### src/hw/rtl/mwfd_pkg.sv
`timescale 1ns / 1ps

package mwfd_pkg;

   // Window sizes.
   localparam int RAW_WINDOW     = 5;
   localparam int MEDIAN_HISTORY = 30;

   // Field widths.
   localparam int TEMP_W     = 7;
   localparam int HCOUNT_W   = 5;
   localparam int CAUSE_W    = 2;
   localparam int CSR_INDEX_W = 2;
   localparam int CSR_DATA_W  = 7;

   // Derived sizes.
   localparam int RAW_CELLS   = RAW_WINDOW - 1;
   localparam int RANK_W      = $clog2(RAW_WINDOW);
   localparam int MEDIAN_RANK = (RAW_WINDOW - 1) / 2;
   localparam int TALLY_W     = $clog2(MEDIAN_HISTORY + 1);
   localparam int ROT_W       = (MEDIAN_HISTORY > 2) ? $clog2(MEDIAN_HISTORY) : 1;
   localparam int TALLY_CMP_W = (TALLY_W > HCOUNT_W) ? TALLY_W : HCOUNT_W;

   // Register indexes.
   localparam logic [CSR_INDEX_W-1:0] CSR_HIGH_THRESHOLD    = 2'd0;
   localparam logic [CSR_INDEX_W-1:0] CSR_HIGH_COUNT_NEEDED = 2'd1;
   localparam logic [CSR_INDEX_W-1:0] CSR_RISE_THRESHOLD    = 2'd2;

   // Register reset values.
   localparam logic [TEMP_W-1:0]   HIGH_THRESHOLD_RESET    = 7'd58;
   localparam logic [HCOUNT_W-1:0] HIGH_COUNT_NEEDED_RESET = 5'd27;
   localparam logic [TEMP_W-1:0]   RISE_THRESHOLD_RESET    = 7'd8;

   // Cause codes.
   localparam logic [CAUSE_W-1:0] CAUSE_NONE = 2'd0;
   localparam int CAUSE_HIGH_BIT = 0;
   localparam int CAUSE_RISE_BIT = 1;

   typedef logic [TEMP_W-1:0] temp_type;

   typedef struct packed {
      logic     valid;
      temp_type value;
   } mwfd_cell_type;

   typedef struct packed {
      logic     advance;
      temp_type high_threshold;
   } mwfd_hist_ctl_type;

   typedef enum logic {
      ST_RUN,
      ST_RECOUNT
   } mwfd_state_type;

endpackage

### src/hw/rtl/mwfd_if.sv
`timescale 1ns / 1ps

interface mwfd_req_if;
   import mwfd_pkg::*;
   logic     valid;
   logic     ready;
   temp_type temperature;
   modport source (output valid, output temperature, input ready);
   modport sink (input valid, input temperature, output ready);
endinterface

interface mwfd_rsp_if;
   import mwfd_pkg::*;
   logic               valid;
   logic               ready;
   logic               alarm;
   logic [CAUSE_W-1:0] cause;
   logic               median_valid;
   temp_type           median_value;
   modport source (output valid, output alarm, output cause, output median_valid,
                   output median_value, input ready);
   modport sink (input valid, input alarm, input cause, input median_valid,
                 input median_value, output ready);
endinterface

interface mwfd_csr_if;
   import mwfd_pkg::*;
   logic                   valid;
   logic                   ready;
   logic [CSR_INDEX_W-1:0] reg_index;
   logic [CSR_DATA_W-1:0]  write_data;
   modport source (output valid, output reg_index, output write_data, input ready);
   modport sink (input valid, input reg_index, input write_data, output ready);
endinterface

### src/hw/rtl/median_window_fire_detector.sv
`timescale 1ns / 1ps

// Median-window fire detector.
// The req channel carries one temperature reading per transaction. The rsp
// channel returns exactly one transaction per reading: the latched alarm, the
// cause found by this reading, and the new median when one was formed. The
// csr channel writes the high threshold, the high count needed and the rise
// threshold by register index; writes to other indexes are dropped.
// Rsp valid follows req acceptance in the next cycle, and a new reading is
// accepted every cycle barring a csr write or recount: the response sits in an
// output register, and req stays ready while that register is being taken.
// The five-sample median comes from a rank-select network in the same cycle,
// and the thirty medians live in a chain of cells that shifts once per median
// while a running tally of high medians is kept up to date.
// A write to the high threshold starts a recount: the history chain rotates
// once around, recounting high medians against the new threshold.
// Neither req nor csr is accepted during the recount, and req waits while a
// csr write is offered.
// Reset clears the sample and median histories, the tally and the alarm, and
// loads the register defaults. When rsp stalls, req is held off once the
// output register is full; no reading is lost or reordered.
module median_window_fire_detector (
   input logic       clock,
   input logic       reset,
   mwfd_req_if.sink   req_chan,
   mwfd_rsp_if.source rsp_chan,
   mwfd_csr_if.sink   csr_chan
);
   import mwfd_pkg::*;

   // Configuration registers.
   temp_type              high_threshold_ff, high_threshold_in;
   logic [HCOUNT_W-1:0]   high_count_needed_ff, high_count_needed_in;
   temp_type              rise_threshold_ff, rise_threshold_in;

   // Control state.
   mwfd_state_type        state_ff, state_in;
   logic [ROT_W-1:0]      rot_count_ff, rot_count_in;
   logic [TALLY_W-1:0]    tally_ff, tally_in;
   logic                  alarm_ff, alarm_in;

   // Output register.
   logic                  rsp_valid_ff, rsp_valid_in;
   logic                  rsp_alarm_ff, rsp_alarm_in;
   logic [CAUSE_W-1:0]    rsp_cause_ff, rsp_cause_in;
   logic                  rsp_mvalid_ff, rsp_mvalid_in;
   temp_type              rsp_mvalue_ff, rsp_mvalue_in;

   // Handshakes and decoded control.
   logic                  req_fire;
   logic                  csr_fire;
   logic                  step;
   logic                  rotate;
   logic                  accepting;
   logic                  csr_open;
   logic                  hist_shift;
   logic                  thr_write;

   // Chains.
   mwfd_cell_type         raw_d [RAW_CELLS];
   mwfd_cell_type         raw_q [RAW_CELLS];
   mwfd_cell_type         hist_d [MEDIAN_HISTORY];
   mwfd_cell_type         hist_q [MEDIAN_HISTORY];
   logic                  hist_high [MEDIAN_HISTORY];
   mwfd_hist_ctl_type     hist_ctl;
   temp_type              rank_window [RAW_WINDOW];
   temp_type              median;

   // Per-reading findings.
   logic                  raw_full;
   logic                  hist_full;
   temp_type              oldest;
   logic                  hi_new;
   logic                  hi_drop;
   logic [TALLY_W-1:0]    tally_upd;
   logic [TEMP_W:0]       rise_diff;
   logic [CAUSE_W-1:0]    cause;

   assign req_fire  = req_chan.valid && req_chan.ready;
   assign csr_fire  = csr_chan.valid && csr_chan.ready;
   assign step      = req_fire && !alarm_ff;
   assign thr_write = csr_fire && (csr_chan.reg_index == CSR_HIGH_THRESHOLD);

   // ---------------------------------------------------------------------
   // Sequencer: normal operation, or rotating recount after a new threshold.
   // ---------------------------------------------------------------------
   always_comb begin
      state_in = state_ff;
      case (state_ff)
         ST_RUN: begin
            if (thr_write) begin
               state_in = ST_RECOUNT;
            end
         end
         ST_RECOUNT: begin
            if (rot_count_ff == ROT_W'(MEDIAN_HISTORY - 1)) begin
               state_in = ST_RUN;
            end
         end
         default: begin
            state_in = ST_RUN;
         end
      endcase
   end

   always_comb begin
      rotate    = 1'b0;
      accepting = 1'b0;
      csr_open  = 1'b0;
      case (state_ff)
         ST_RUN: begin
            accepting = 1'b1;
            csr_open  = 1'b1;
         end
         ST_RECOUNT: begin
            rotate = 1'b1;
         end
         default: begin
            rotate = 1'b0;
         end
      endcase
   end

   // A register write takes priority, so a reading never shares its cycle.
   assign req_chan.ready = accepting && !csr_chan.valid && (!rsp_valid_ff || rsp_chan.ready);
   assign csr_chan.ready = csr_open;

   always_comb begin
      rot_count_in = rot_count_ff;
      if (rotate) begin
         rot_count_in = rot_count_ff + ROT_W'(1);
      end else if (thr_write) begin
         rot_count_in = '0;
      end
   end

   // ---------------------------------------------------------------------
   // Configuration registers.
   // ---------------------------------------------------------------------
   always_comb begin
      high_threshold_in    = high_threshold_ff;
      high_count_needed_in = high_count_needed_ff;
      rise_threshold_in    = rise_threshold_ff;
      if (csr_fire) begin
         case (csr_chan.reg_index)
            CSR_HIGH_THRESHOLD:    high_threshold_in    = csr_chan.write_data[TEMP_W-1:0];
            CSR_HIGH_COUNT_NEEDED: high_count_needed_in = csr_chan.write_data[HCOUNT_W-1:0];
            CSR_RISE_THRESHOLD:    rise_threshold_in    = csr_chan.write_data[TEMP_W-1:0];
            default: begin
               high_threshold_in = high_threshold_ff;
            end
         endcase
      end
   end

   // ---------------------------------------------------------------------
   // Raw sample chain. The oldest raw sample drops out on every reading taken
   // before the alarm latches, so only the four that survive the shift are stored.
   // ---------------------------------------------------------------------
   genvar gi;
   generate
      for (gi = 0; gi < RAW_CELLS; gi++) begin : g_raw
         if (gi == 0) begin : g_head
            assign raw_d[gi] = '{valid: 1'b1, value: req_chan.temperature};
         end else begin : g_body
            assign raw_d[gi] = raw_q[gi-1];
         end
         mwfd_raw_cell u_cell (
            .clock   (clock),
            .reset   (reset),
            .advance (step),
            .d_in    (raw_d[gi]),
            .q_out   (raw_q[gi])
         );
      end
   endgenerate

   // The window after this reading is the reading plus the stored samples.
   always_comb begin
      rank_window[0] = req_chan.temperature;
      for (int i = 1; i < RAW_WINDOW; i++) begin
         rank_window[i] = raw_q[i-1].value;
      end
   end

   mwfd_median u_median (
      .window (rank_window),
      .median (median)
   );

   // ---------------------------------------------------------------------
   // Median history chain. It shifts in a new median, or rotates with its
   // tail feeding its head during a recount.
   // ---------------------------------------------------------------------
   assign hist_ctl = '{advance: hist_shift || rotate, high_threshold: high_threshold_ff};

   generate
      for (gi = 0; gi < MEDIAN_HISTORY; gi++) begin : g_hist
         if (gi == 0) begin : g_head
            assign hist_d[gi] = rotate ? hist_q[MEDIAN_HISTORY-1]
                                       : mwfd_cell_type'{valid: 1'b1, value: median};
         end else begin : g_body
            assign hist_d[gi] = hist_q[gi-1];
         end
         mwfd_hist_cell u_cell (
            .clock (clock),
            .reset (reset),
            .ctl   (hist_ctl),
            .d_in  (hist_d[gi]),
            .q_out (hist_q[gi]),
            .high  (hist_high[gi])
         );
      end
   endgenerate

   // ---------------------------------------------------------------------
   // Findings for the current reading. The history is full after the shift
   // when the next-to-last cell already holds a median, and that median then
   // becomes the oldest one.
   // ---------------------------------------------------------------------
   assign raw_full  = raw_q[RAW_CELLS-1].valid;
   assign hist_full = hist_q[MEDIAN_HISTORY-2].valid;
   assign oldest    = hist_q[MEDIAN_HISTORY-2].value;
   assign hi_new    = median >= high_threshold_ff;
   assign hi_drop   = hist_high[MEDIAN_HISTORY-1];
   assign tally_upd = tally_ff + TALLY_W'(hi_new) - TALLY_W'(hi_drop);
   assign rise_diff = {1'b0, req_chan.temperature} - {1'b0, oldest};

   always_comb begin
      cause = CAUSE_NONE;
      if (hist_full) begin
         cause[CAUSE_HIGH_BIT] = TALLY_CMP_W'(tally_upd) >= TALLY_CMP_W'(high_count_needed_ff);
         cause[CAUSE_RISE_BIT] = (oldest != '0) && !rise_diff[TEMP_W] &&
                                 (rise_diff[TEMP_W-1:0] >= rise_threshold_ff);
      end
   end

   // ---------------------------------------------------------------------
   // State update and response formation.
   // ---------------------------------------------------------------------
   always_comb begin
      tally_in      = tally_ff;
      alarm_in      = alarm_ff;
      hist_shift    = 1'b0;
      rsp_alarm_in  = rsp_alarm_ff;
      rsp_cause_in  = rsp_cause_ff;
      rsp_mvalid_in = rsp_mvalid_ff;
      rsp_mvalue_in = rsp_mvalue_ff;
      rsp_valid_in  = rsp_valid_ff;

      if (rotate) begin
         tally_in = tally_ff + TALLY_W'(hist_high[MEDIAN_HISTORY-1]);
      end else if (thr_write) begin
         tally_in = '0;
      end else if (step && raw_full) begin
         hist_shift = 1'b1;
         tally_in   = tally_upd;
         if (cause != CAUSE_NONE) begin
            alarm_in = 1'b1;
         end
      end

      if (req_fire) begin
         rsp_valid_in = 1'b1;
         if (alarm_ff) begin
            // Latched: the reading is dropped and only the alarm is reported.
            rsp_alarm_in  = 1'b1;
            rsp_cause_in  = CAUSE_NONE;
            rsp_mvalid_in = 1'b0;
            rsp_mvalue_in = '0;
         end else begin
            rsp_alarm_in  = alarm_in;
            rsp_cause_in  = raw_full ? cause : CAUSE_NONE;
            rsp_mvalid_in = raw_full;
            rsp_mvalue_in = raw_full ? median : '0;
         end
      end else if (rsp_chan.ready) begin
         rsp_valid_in = 1'b0;
      end
   end

   always_ff @(posedge clock) begin
      if (reset) begin
         state_ff             <= ST_RUN;
         rot_count_ff         <= '0;
         tally_ff             <= '0;
         alarm_ff             <= 1'b0;
         rsp_valid_ff         <= 1'b0;
         high_threshold_ff    <= HIGH_THRESHOLD_RESET;
         high_count_needed_ff <= HIGH_COUNT_NEEDED_RESET;
         rise_threshold_ff    <= RISE_THRESHOLD_RESET;
      end else begin
         state_ff             <= state_in;
         rot_count_ff         <= rot_count_in;
         tally_ff             <= tally_in;
         alarm_ff             <= alarm_in;
         rsp_valid_ff         <= rsp_valid_in;
         high_threshold_ff    <= high_threshold_in;
         high_count_needed_ff <= high_count_needed_in;
         rise_threshold_ff    <= rise_threshold_in;
      end
   end

   always_ff @(posedge clock) begin
      rsp_alarm_ff  <= rsp_alarm_in;
      rsp_cause_ff  <= rsp_cause_in;
      rsp_mvalid_ff <= rsp_mvalid_in;
      rsp_mvalue_ff <= rsp_mvalue_in;
   end

   assign rsp_chan.valid        = rsp_valid_ff;
   assign rsp_chan.alarm        = rsp_alarm_ff;
   assign rsp_chan.cause        = rsp_cause_ff;
   assign rsp_chan.median_valid = rsp_mvalid_ff;
   assign rsp_chan.median_value = rsp_mvalue_ff;

   // ---------------------------------------------------------------------
   // Assertions.
   // ---------------------------------------------------------------------
   // Once latched, the alarm stays latched until reset.
   assert property (@(posedge clock) disable iff (reset) alarm_ff |=> alarm_ff)
      else $error("alarm latch released without reset");

   // No reading may enter while the history is being recounted.
   assert property (@(posedge clock) disable iff (reset)
                    (state_ff == ST_RECOUNT) |-> !req_chan.ready)
      else $error("reading accepted during recount");

   // A finding in a response always comes with the alarm raised.
   assert property (@(posedge clock) disable iff (reset)
                    (rsp_chan.valid && (rsp_chan.cause != CAUSE_NONE)) |-> rsp_chan.alarm)
      else $error("cause reported without alarm");

   // The running tally can never count more medians than the history holds.
   assert property (@(posedge clock) disable iff (reset)
                    tally_ff <= TALLY_W'(MEDIAN_HISTORY))
      else $error("high median tally out of range");

endmodule

### src/hw/rtl/mwfd_raw_cell.sv
`timescale 1ns / 1ps

module mwfd_raw_cell (
   input  logic                   clock,
   input  logic                   reset,
   input  logic                   advance,
   input  mwfd_pkg::mwfd_cell_type d_in,
   output mwfd_pkg::mwfd_cell_type q_out
);
   import mwfd_pkg::*;

   logic     valid_ff;
   temp_type value_ff;

   always_ff @(posedge clock) begin
      if (reset) begin
         valid_ff <= 1'b0;
      end else if (advance) begin
         valid_ff <= d_in.valid;
      end
   end

   always_ff @(posedge clock) begin
      if (advance) begin
         value_ff <= d_in.value;
      end
   end

   assign q_out = '{valid: valid_ff, value: value_ff};

endmodule

### src/hw/rtl/mwfd_hist_cell.sv
`timescale 1ns / 1ps

module mwfd_hist_cell (
   input  logic                       clock,
   input  logic                       reset,
   input  mwfd_pkg::mwfd_hist_ctl_type ctl,
   input  mwfd_pkg::mwfd_cell_type     d_in,
   output mwfd_pkg::mwfd_cell_type     q_out,
   output logic                       high
);
   import mwfd_pkg::*;

   logic     valid_ff;
   temp_type value_ff;

   always_ff @(posedge clock) begin
      if (reset) begin
         valid_ff <= 1'b0;
      end else if (ctl.advance) begin
         valid_ff <= d_in.valid;
      end
   end

   always_ff @(posedge clock) begin
      if (ctl.advance) begin
         value_ff <= d_in.value;
      end
   end

   // A held median counts as high only once it has been written.
   assign high  = valid_ff && (value_ff >= ctl.high_threshold);
   assign q_out = '{valid: valid_ff, value: value_ff};

endmodule

### src/hw/rtl/mwfd_median.sv
`timescale 1ns / 1ps

module mwfd_median (
   input  mwfd_pkg::temp_type window [mwfd_pkg::RAW_WINDOW],
   output mwfd_pkg::temp_type median
);
   import mwfd_pkg::*;

   logic [RANK_W-1:0] rank [RAW_WINDOW];

   // Each sample's rank counts the samples below it; equal samples are
   // ordered by position, so the ranks are all distinct.
   always_comb begin
      for (int j = 0; j < RAW_WINDOW; j++) begin
         rank[j] = '0;
         for (int k = 0; k < RAW_WINDOW; k++) begin
            if ((k != j) &&
                ((window[k] < window[j]) || ((window[k] == window[j]) && (k < j)))) begin
               rank[j] = rank[j] + RANK_W'(1);
            end
         end
      end
   end

   always_comb begin
      median = '0;
      for (int j = 0; j < RAW_WINDOW; j++) begin
         if (rank[j] == RANK_W'(MEDIAN_RANK)) begin
            median = window[j];
         end
      end
   end

endmodule
### src/flat_wrapper.sv
// flat-port wrapper written by rule: the top's interface ports become plain ports
module median_window_fire_detector_flat import mwfd_pkg::*;
  (clock, reset, req_chan_valid, req_chan_temperature, req_chan_ready, rsp_chan_valid, rsp_chan_alarm, rsp_chan_cause, rsp_chan_median_valid, rsp_chan_median_value, rsp_chan_ready, csr_chan_valid, csr_chan_reg_index, csr_chan_write_data, csr_chan_ready);
  mwfd_req_if req_chan_i ();
  mwfd_rsp_if rsp_chan_i ();
  mwfd_csr_if csr_chan_i ();
  input logic clock;
  input logic reset;
  input wire logic [$bits(req_chan_i.valid)-1:0] req_chan_valid;
  input wire logic [$bits(req_chan_i.temperature)-1:0] req_chan_temperature;
  output wire logic [$bits(req_chan_i.ready)-1:0] req_chan_ready;
  output wire logic [$bits(rsp_chan_i.valid)-1:0] rsp_chan_valid;
  output wire logic [$bits(rsp_chan_i.alarm)-1:0] rsp_chan_alarm;
  output wire logic [$bits(rsp_chan_i.cause)-1:0] rsp_chan_cause;
  output wire logic [$bits(rsp_chan_i.median_valid)-1:0] rsp_chan_median_valid;
  output wire logic [$bits(rsp_chan_i.median_value)-1:0] rsp_chan_median_value;
  input wire logic [$bits(rsp_chan_i.ready)-1:0] rsp_chan_ready;
  input wire logic [$bits(csr_chan_i.valid)-1:0] csr_chan_valid;
  input wire logic [$bits(csr_chan_i.reg_index)-1:0] csr_chan_reg_index;
  input wire logic [$bits(csr_chan_i.write_data)-1:0] csr_chan_write_data;
  output wire logic [$bits(csr_chan_i.ready)-1:0] csr_chan_ready;
  assign req_chan_i.valid = req_chan_valid;
  assign req_chan_i.temperature = req_chan_temperature;
  assign req_chan_ready = req_chan_i.ready;
  assign rsp_chan_valid = rsp_chan_i.valid;
  assign rsp_chan_alarm = rsp_chan_i.alarm;
  assign rsp_chan_cause = rsp_chan_i.cause;
  assign rsp_chan_median_valid = rsp_chan_i.median_valid;
  assign rsp_chan_median_value = rsp_chan_i.median_value;
  assign rsp_chan_i.ready = rsp_chan_ready;
  assign csr_chan_i.valid = csr_chan_valid;
  assign csr_chan_i.reg_index = csr_chan_reg_index;
  assign csr_chan_i.write_data = csr_chan_write_data;
  assign csr_chan_ready = csr_chan_i.ready;
  median_window_fire_detector u_core (.clock(clock), .reset(reset), .req_chan(req_chan_i), .rsp_chan(rsp_chan_i), .csr_chan(csr_chan_i));
endmodule
### config.mk
export PLATFORM = sky130hd
export DESIGN_NAME = median_window_fire_detector_flat
export DESIGN_NICKNAME = d
export VERILOG_FILES = /design/src/hw/rtl/mwfd_pkg.sv /design/src/hw/rtl/mwfd_if.sv /design/src/hw/rtl/median_window_fire_detector.sv /design/src/hw/rtl/mwfd_raw_cell.sv /design/src/hw/rtl/mwfd_hist_cell.sv /design/src/hw/rtl/mwfd_median.sv /design/src/flat_wrapper.sv
export SDC_FILE = /design/constraint.sdc
export NUM_CORES = 1
export LEC_CHECK = 0
export ABC_CLOCK_PERIOD_IN_PS = 8100
export BUFFER_PORTS_ARGS = -buffer_cell sky130_fd_sc_hd__buf_2
export CAP_MARGIN = 30
export CORE_ASPECT_RATIO = 1.1
export CORE_MARGIN = 1
export CORE_UTILIZATION = 40
export DETAILED_ROUTE_END_ITERATION = 8
export GPL_TIMING_DRIVEN = 1
export SYNTH_ARGS = -nofsm -noshare
export SYNTH_HDL_FRONTEND = slang
export SYNTH_HIERARCHICAL = 1
export SYNTH_SLANG_ARGS = --single-unit
### constraint.sdc
create_clock -name clock -period 8.1 [get_ports clock]
set_clock_uncertainty 0.15 [all_clocks]
set_input_delay 1.215 -clock clock [delete_from_list [all_inputs] [get_ports clock]]
set_output_delay 1.215 -clock clock [all_outputs]
set_load 0.01 [all_outputs]
==> results_dict.tcl, run 1 <==
set metrics [dict create \
    required_ps 8270 \
    synth.avg_cell_area_um2 13.8 \
    start_util_pct 40.9 \
    area_growth_pct 10.9 \
    die_h_um 199 \
    maxCapViolations 0 \
    grt_usage_pct 14.6 \
    core_area_um2 34500 \
    outcome "finished, final reports clean" \
    critical_path_buf_inv_count 4 \
    root_buffer "clkbuf_16" \
    reg2reg_slack_ps 650 \
    crit_type "in -> reg" \
    clk_pin_slew_ps 70 \
    design_area_um2 15600 \
    cp_max_fo 7 \
    drc 0 \
    setup_tns_ps 0 \
    ir_drop_uv 158 \
    die_w_um 181 \
    arrival_ps 7760 \
    cts_tree "yes" \
    holdWs_ps 260 \
    max_freq_mhz 132 \
    synth_warnings 6 \
    antenna_found_initial 1 \
    dp_hpwl_um 17600 \
    cp_top_family "compound AO/OA/AOI/OAI gates" \
    hold_violations 0 \
    holdPathStages 0 \
    first_iter_violations 584 \
    clock_path_buffers 3 \
    worst-path-stages 38 \
    cts_hold_buf 0 \
    dieArea_um2 36000 \
    drive_above_1_share_pct 13.1 \
    tightest_slew_ps 1240 \
    overflow 0 \
    portBuffers 34 \
    fillCellCount 3104 \
    post_drt_wl_per_cell_um 16.8 \
    postPlaceCellArea_um2 14600 \
    fin_nets 1210 \
    cp-start-kind "input port" \
    synth_nets 1174 \
    cts_buffers 31 \
    hp-class "reg -> reg" \
    post_cts_buffers 0 \
    via_per_inst 5.10 \
    fin_crit_ps 7580 \
    grt_max_degree 214 \
    syn_inst 1024 \
    vias 7760 \
    rsz0062_at_grt "no" \
    numClockSinks 315 \
    crit_slowest_cell "fa_1" \
    syn_area_um2 14100 \
    place_congestion 0.908 \
    first_global_vias 7739 \
    r2r_cells 36 \
    p_leak_nw 5.92 \
    wl_um 25600 \
    power_density_nw_per_um2 238 \
    htreeDepth 1 \
    dr.pass1.iters 4 \
    ctsResizeCount 0 \
    rows 71 \
    max_stage_delay_ps 410 \
    cp-end-kind "register" \
    fin_crit_sh_pct 93.6 \
    critical_path.most_common_cell "ha_1" \
    drtAntennaViolNets 0 \
    finalSetupViolCount 0 \
    insertion_delay_ps 570 \
    grt_pass1_wl_um 41400 \
    slew_violations 0 \
    relSlewSlack_pct 17.5 \
    ioPinCount 35 \
]
metrics by stage:
step | utilization (%) | power [mW] | setup slack [ps] | cells
detailed placement | 42.5 | 2.36 | -137 | 1465
finish | 45.4 | 3.72 | 517 | 1523
CTS | 45.3 | 3.77 | 320 | 1522
global route | 45.4 | 3.89 | 3.00 | 1522
floorplan | - | 2.21 | 309 | 1024
global placement | 42.5 | 2.35 | 2.74 | 1465
final timing paths:
kind,endpoint,start
max,u_core/rsp_chan.alarm,req_chan_temperature[4]
min,u_core/g_hist[11].u_cell/value_ff[0],u_core/g_hist[10].u_cell/value_ff[0]
max reg2reg,u_core/rsp_chan.alarm,u_core/g_raw[0].u_cell/value_ff[2]
min reg2reg,u_core/g_hist[11].u_cell/value_ff[0],u_core/g_hist[10].u_cell/value_ff[0]
cell type report:
cell class,instances,area (um2),area share [%]
Antenna cell,1,2.50,0.0160
Clock buffer,38,802,5.13
Clock inverter,19,186,1.19
Inverter,81,304,1.94
Multi-Input combinational cell,578,4670,29.9
Sequential cell,315,8800,56.3
Tap cell,438,548,3.51
Timing Repair Buffer,53,325,2.08
layout by cell type (no fill, tap or decap), types with 4 or more instances in the layout:
cell type    n
edfxtp_1   249
ha_1       127
inv_1       79
nor2_1      68
dfxtp_1     66
a21oi_1     46
mux2i_1     46
nand2_1     42
buf_2       34
clkbuf_16   31
nand3_1     26
buf_4       18
o21ai_0     16
nand3b_1    16
nand4_1     16
xnor2_1     13
nand2b_1     9
o21bai_1     9
and2_1       9
clkinv_2     8
nor2b_1      8
a21o_1       8
mux2_2       8
a211oi_1     8
a22oi_1      8
clkbuf_1     7
a211o_1      7
mux2_4       7
o221ai_2     7
a31oi_1      6
clkinv_1     4
state kept, by name, summed over array words and instances (netlist names), 2 cells and up:
| register | flops |
|---|---|
| u_core/high_count_needed_ff | 5 |
| u_core/rsp_chan.cause | 2 |
| u_core/g_raw.u_cell/value_ff | 28 |
| u_core/high_threshold_ff | 7 |
| u_core/g_hist.u_cell/valid_ff | 30 |
| u_core/tally_ff | 5 |
| u_core/rsp_chan.median_value | 7 |
| u_core/g_raw.u_cell/valid_ff | 4 |
| u_core/rot_count_ff | 5 |
| u_core/g_hist.u_cell/value_ff | 210 |
| u_core/rise_threshold_ff | 7 |
where the power goes:
group / switching [mW] / internal [mW]
registers: 0.0242 / 1.80
logic: 0.289 / 0.212
clock network: 0.586 / 0.801
total: 0.899 / 2.82
routing by layer:
metal  part of all wire (%)  wire length [um]  global-route usage (%)  vias to the layer above
met5                  0.051                13                       0                        -
met4                    2.5               627                    4.49                        2
met3                    4.1              1060                    2.40                       44
met2                     45             11600                    23.5                      107
met1                     48             12300                    20.2                     3764
li1                       -                 -                       -                     3843
Power figures use the tool's default switching activity.
==> inputs of run 2 (changes only) <==
--- a/config.mk
+++ b/config.mk
@@ -13,6 +13,7 @@
 export CORE_UTILIZATION = 40
 export DETAILED_ROUTE_END_ITERATION = 8
 export GPL_TIMING_DRIVEN = 1
+export PLACE_DENSITY_LB_ADDON = 0.08
 export SYNTH_ARGS = -nofsm -noshare
 export SYNTH_HDL_FRONTEND = slang
 export SYNTH_HIERARCHICAL = 1
==> constraint.sdc (replaced) <==
create_clock -name clock -period 8.1 [get_ports clock]
set_clock_uncertainty 0.15 [all_clocks]
set_input_delay 0.81 -clock clock [delete_from_list [all_inputs] [get_ports clock]]
set_output_delay 0.81 -clock clock [all_outputs]
set_load 0.01 [all_outputs]
==> run 2 against run 1 <==
Clock power rose by 6%. Sequential share of layout area fell by 0.38 points. Die area did not move. Worst hold slack improved by 3.7 ps. Final area rose by 0.69%. Sequential power barely moved. Global-route usage rose by 0.88 points. Core utilization rose by 0.31 points. Critical path depth did not move. Largest power group unchanged. Highest routed layer unchanged.
==> results_dict.tcl, run 2 (same netlist as run 1, synthesis figures left out) <==
set metrics [dict create \
    min_from "u_core/g_hist[15].u_cell/value_ff[0]" \
    first_global_vias 7724 \
    critical_path.most_common_cell "ha_1" \
    max_stage_delay_ps 460 \
    r2r_start "u_core/g_raw[1].u_cell/value_ff[4]" \
    drtAntennaViolNets 0 \
    htreeDepth 2 \
    fin_nets 1217 \
    max_freq_mhz 133 \
    top_regs "u_core/g_hist.u_cell/value_ff (210), u_core/g_hist.u_cell/valid_ff (30), u_core/g_raw.u_cell/value_ff (28)" \
    numClockSinks 315 \
    drive_above_1_share_pct 13.5 \
    cts_tree "yes" \
    layout_commonest_cell "edfxtp_1" \
    cp-start-kind "register" \
    grt_max_degree 77 \
    area_growth_pct 11.7 \
    outcome "finished, final reports clean" \
    ioPinCount 35 \
    required_ps 8210 \
    tightest_slew_ps 933 \
    relSlewSlack_pct 37.8 \
    top_register "u_core/g_hist.u_cell/value_ff" \
    cts_hold_buf 0 \
    hold_violations 0 \
    final_cell_mix "edfxtp_1 (249), ha_1 (127), inv_1 (78)" \
    regArea_um2 8800 \
    antenna_found_initial 2 \
    start_util_pct 40.9 \
    power_density_nw_per_um2 242 \
    cp_max_fo 4 \
    ir_drop_uv 168 \
    post_drt_wl_per_cell_um 17.6 \
    critical_path_buf_inv_count 4 \
    fin_crit_ps 7510 \
    design_area_um2 15700 \
    finalNonFillerCells 1531 \
    postPlaceCellArea_um2 14600 \
    holdPathStages 0 \
    insertion_delay_ps 510 \
    holdPathEnd "u_core/g_hist[16].u_cell/value_ff[0]" \
    crit_slowest_cell "edfxtp_1" \
    vias 7789 \
    via_per_inst 5.09 \
    fillCellCount 3113 \
    drc 0 \
    place_congestion 0.821 \
    crit_type "reg -> reg" \
    grt_usage_pct 15.5 \
    cp-end-kind "register" \
    cts_buffers 36 \
    dr.pass1.iters 5 \
    arrival_ps 7620 \
    holdWs_ps 263 \
    fin_crit_sh_pct 92.7 \
    wl_um 26900 \
    rows 71 \
    portBuffers 34 \
    grt_pass1_wl_um 42900 \
    dp_hpwl_um 18400 \
    root_buffer "clkbuf_16" \
    maxCapViolations 0 \
    multi_input_area_um2 4680 \
    die_w_um 181 \
    r2r_end "u_core/rsp_chan.alarm" \
    num_antenna_cells 0 \
    first_iter_violations 415 \
    r2r_cells 38 \
    placed_cells 1466 \
    clock_path_buffers 3 \
    slew_violations 0 \
    cp_top_family "compound AO/OA/AOI/OAI gates" \
    p_leak_nw 5.97 \
    hp-class "reg -> reg" \
    largest_reg_flops 210 \
    reg2reg_slack_ps 590 \
    die_h_um 199 \
    overflow 0 \
    clk_pin_slew_ps 60 \
    finalSetupViolCount 0 \
    core_area_um2 34500 \
    dieArea_um2 36000 \
]
## run 2: cell types whose count changed in the layout (fill, tap and decap cells not counted), moves of 2 or more
cell       change
bufinv_16      -3
clkinv_2       -3
clkbuf_1       +5
clkbuf_8       +2
buf_4          +3
clkbuf_16      +6
## run 2: through the flow
step	power, mW	setup slack [ps]	setup TNS [ps]	utilization, %
after floorplan	2.21	714	0	-
after global placement	2.36	156	0	42.4
after detailed placement	2.37	-12.0	-12.0	42.4
after CTS	3.88	396	0	45.6
after global routing	4.00	-8.97	-8.97	45.7
final	3.82	588	0	45.7
## run 2: worst max-delay path by stage
stage                                       startpoint                             endpoint  slack, ps  depth (start not counted)
detailed placement             req_chan_temperature[4]                u_core/rsp_chan.alarm        -10                         38
floorplan                               rsp_chan_ready  u_core/g_hist[0].u_cell/value_ff[0]        710                          3
CTS                 u_core/g_raw[1].u_cell/value_ff[4]                u_core/rsp_chan.alarm        400                         38
global route        u_core/g_raw[1].u_cell/value_ff[5]                u_core/rsp_chan.alarm         -9                         38
finish              u_core/g_raw[1].u_cell/value_ff[4]                u_core/rsp_chan.alarm        590                         38
global placement               req_chan_temperature[4]                u_core/rsp_chan.alarm        160                         38
## run 2: what timing repair did
| item | CTS | global route |
|---|---|---|
| endpoints found under the setup margin | 0 | 3 |
| setup buffers | 0 | 1 |
| gates resized for setup | 0 | 5 |
## run 2: power by group
group | switching (mW) | internal (mW)
Combinational | 0.289 | 0.213
Sequential | 0.0258 | 1.80
Clock | 0.618 | 0.865
## run 2: area by class of cell
cell class	instances	share of cell area, %
Tap cell	438	3.48
Timing Repair Buffer	55	2.08
Clock inverter	13	0.540
Multi-Input combinational cell	578	29.7
Inverter	81	1.93
Clock buffer	51	6.34
Sequential cell	315	55.9
## run 2: metal layers
layer,wire length (um),GRT usage [%]
met3,1070,2.89
met4,594,4.83
met1,13300,21.7
met5,10,0
met2,12000,24.3
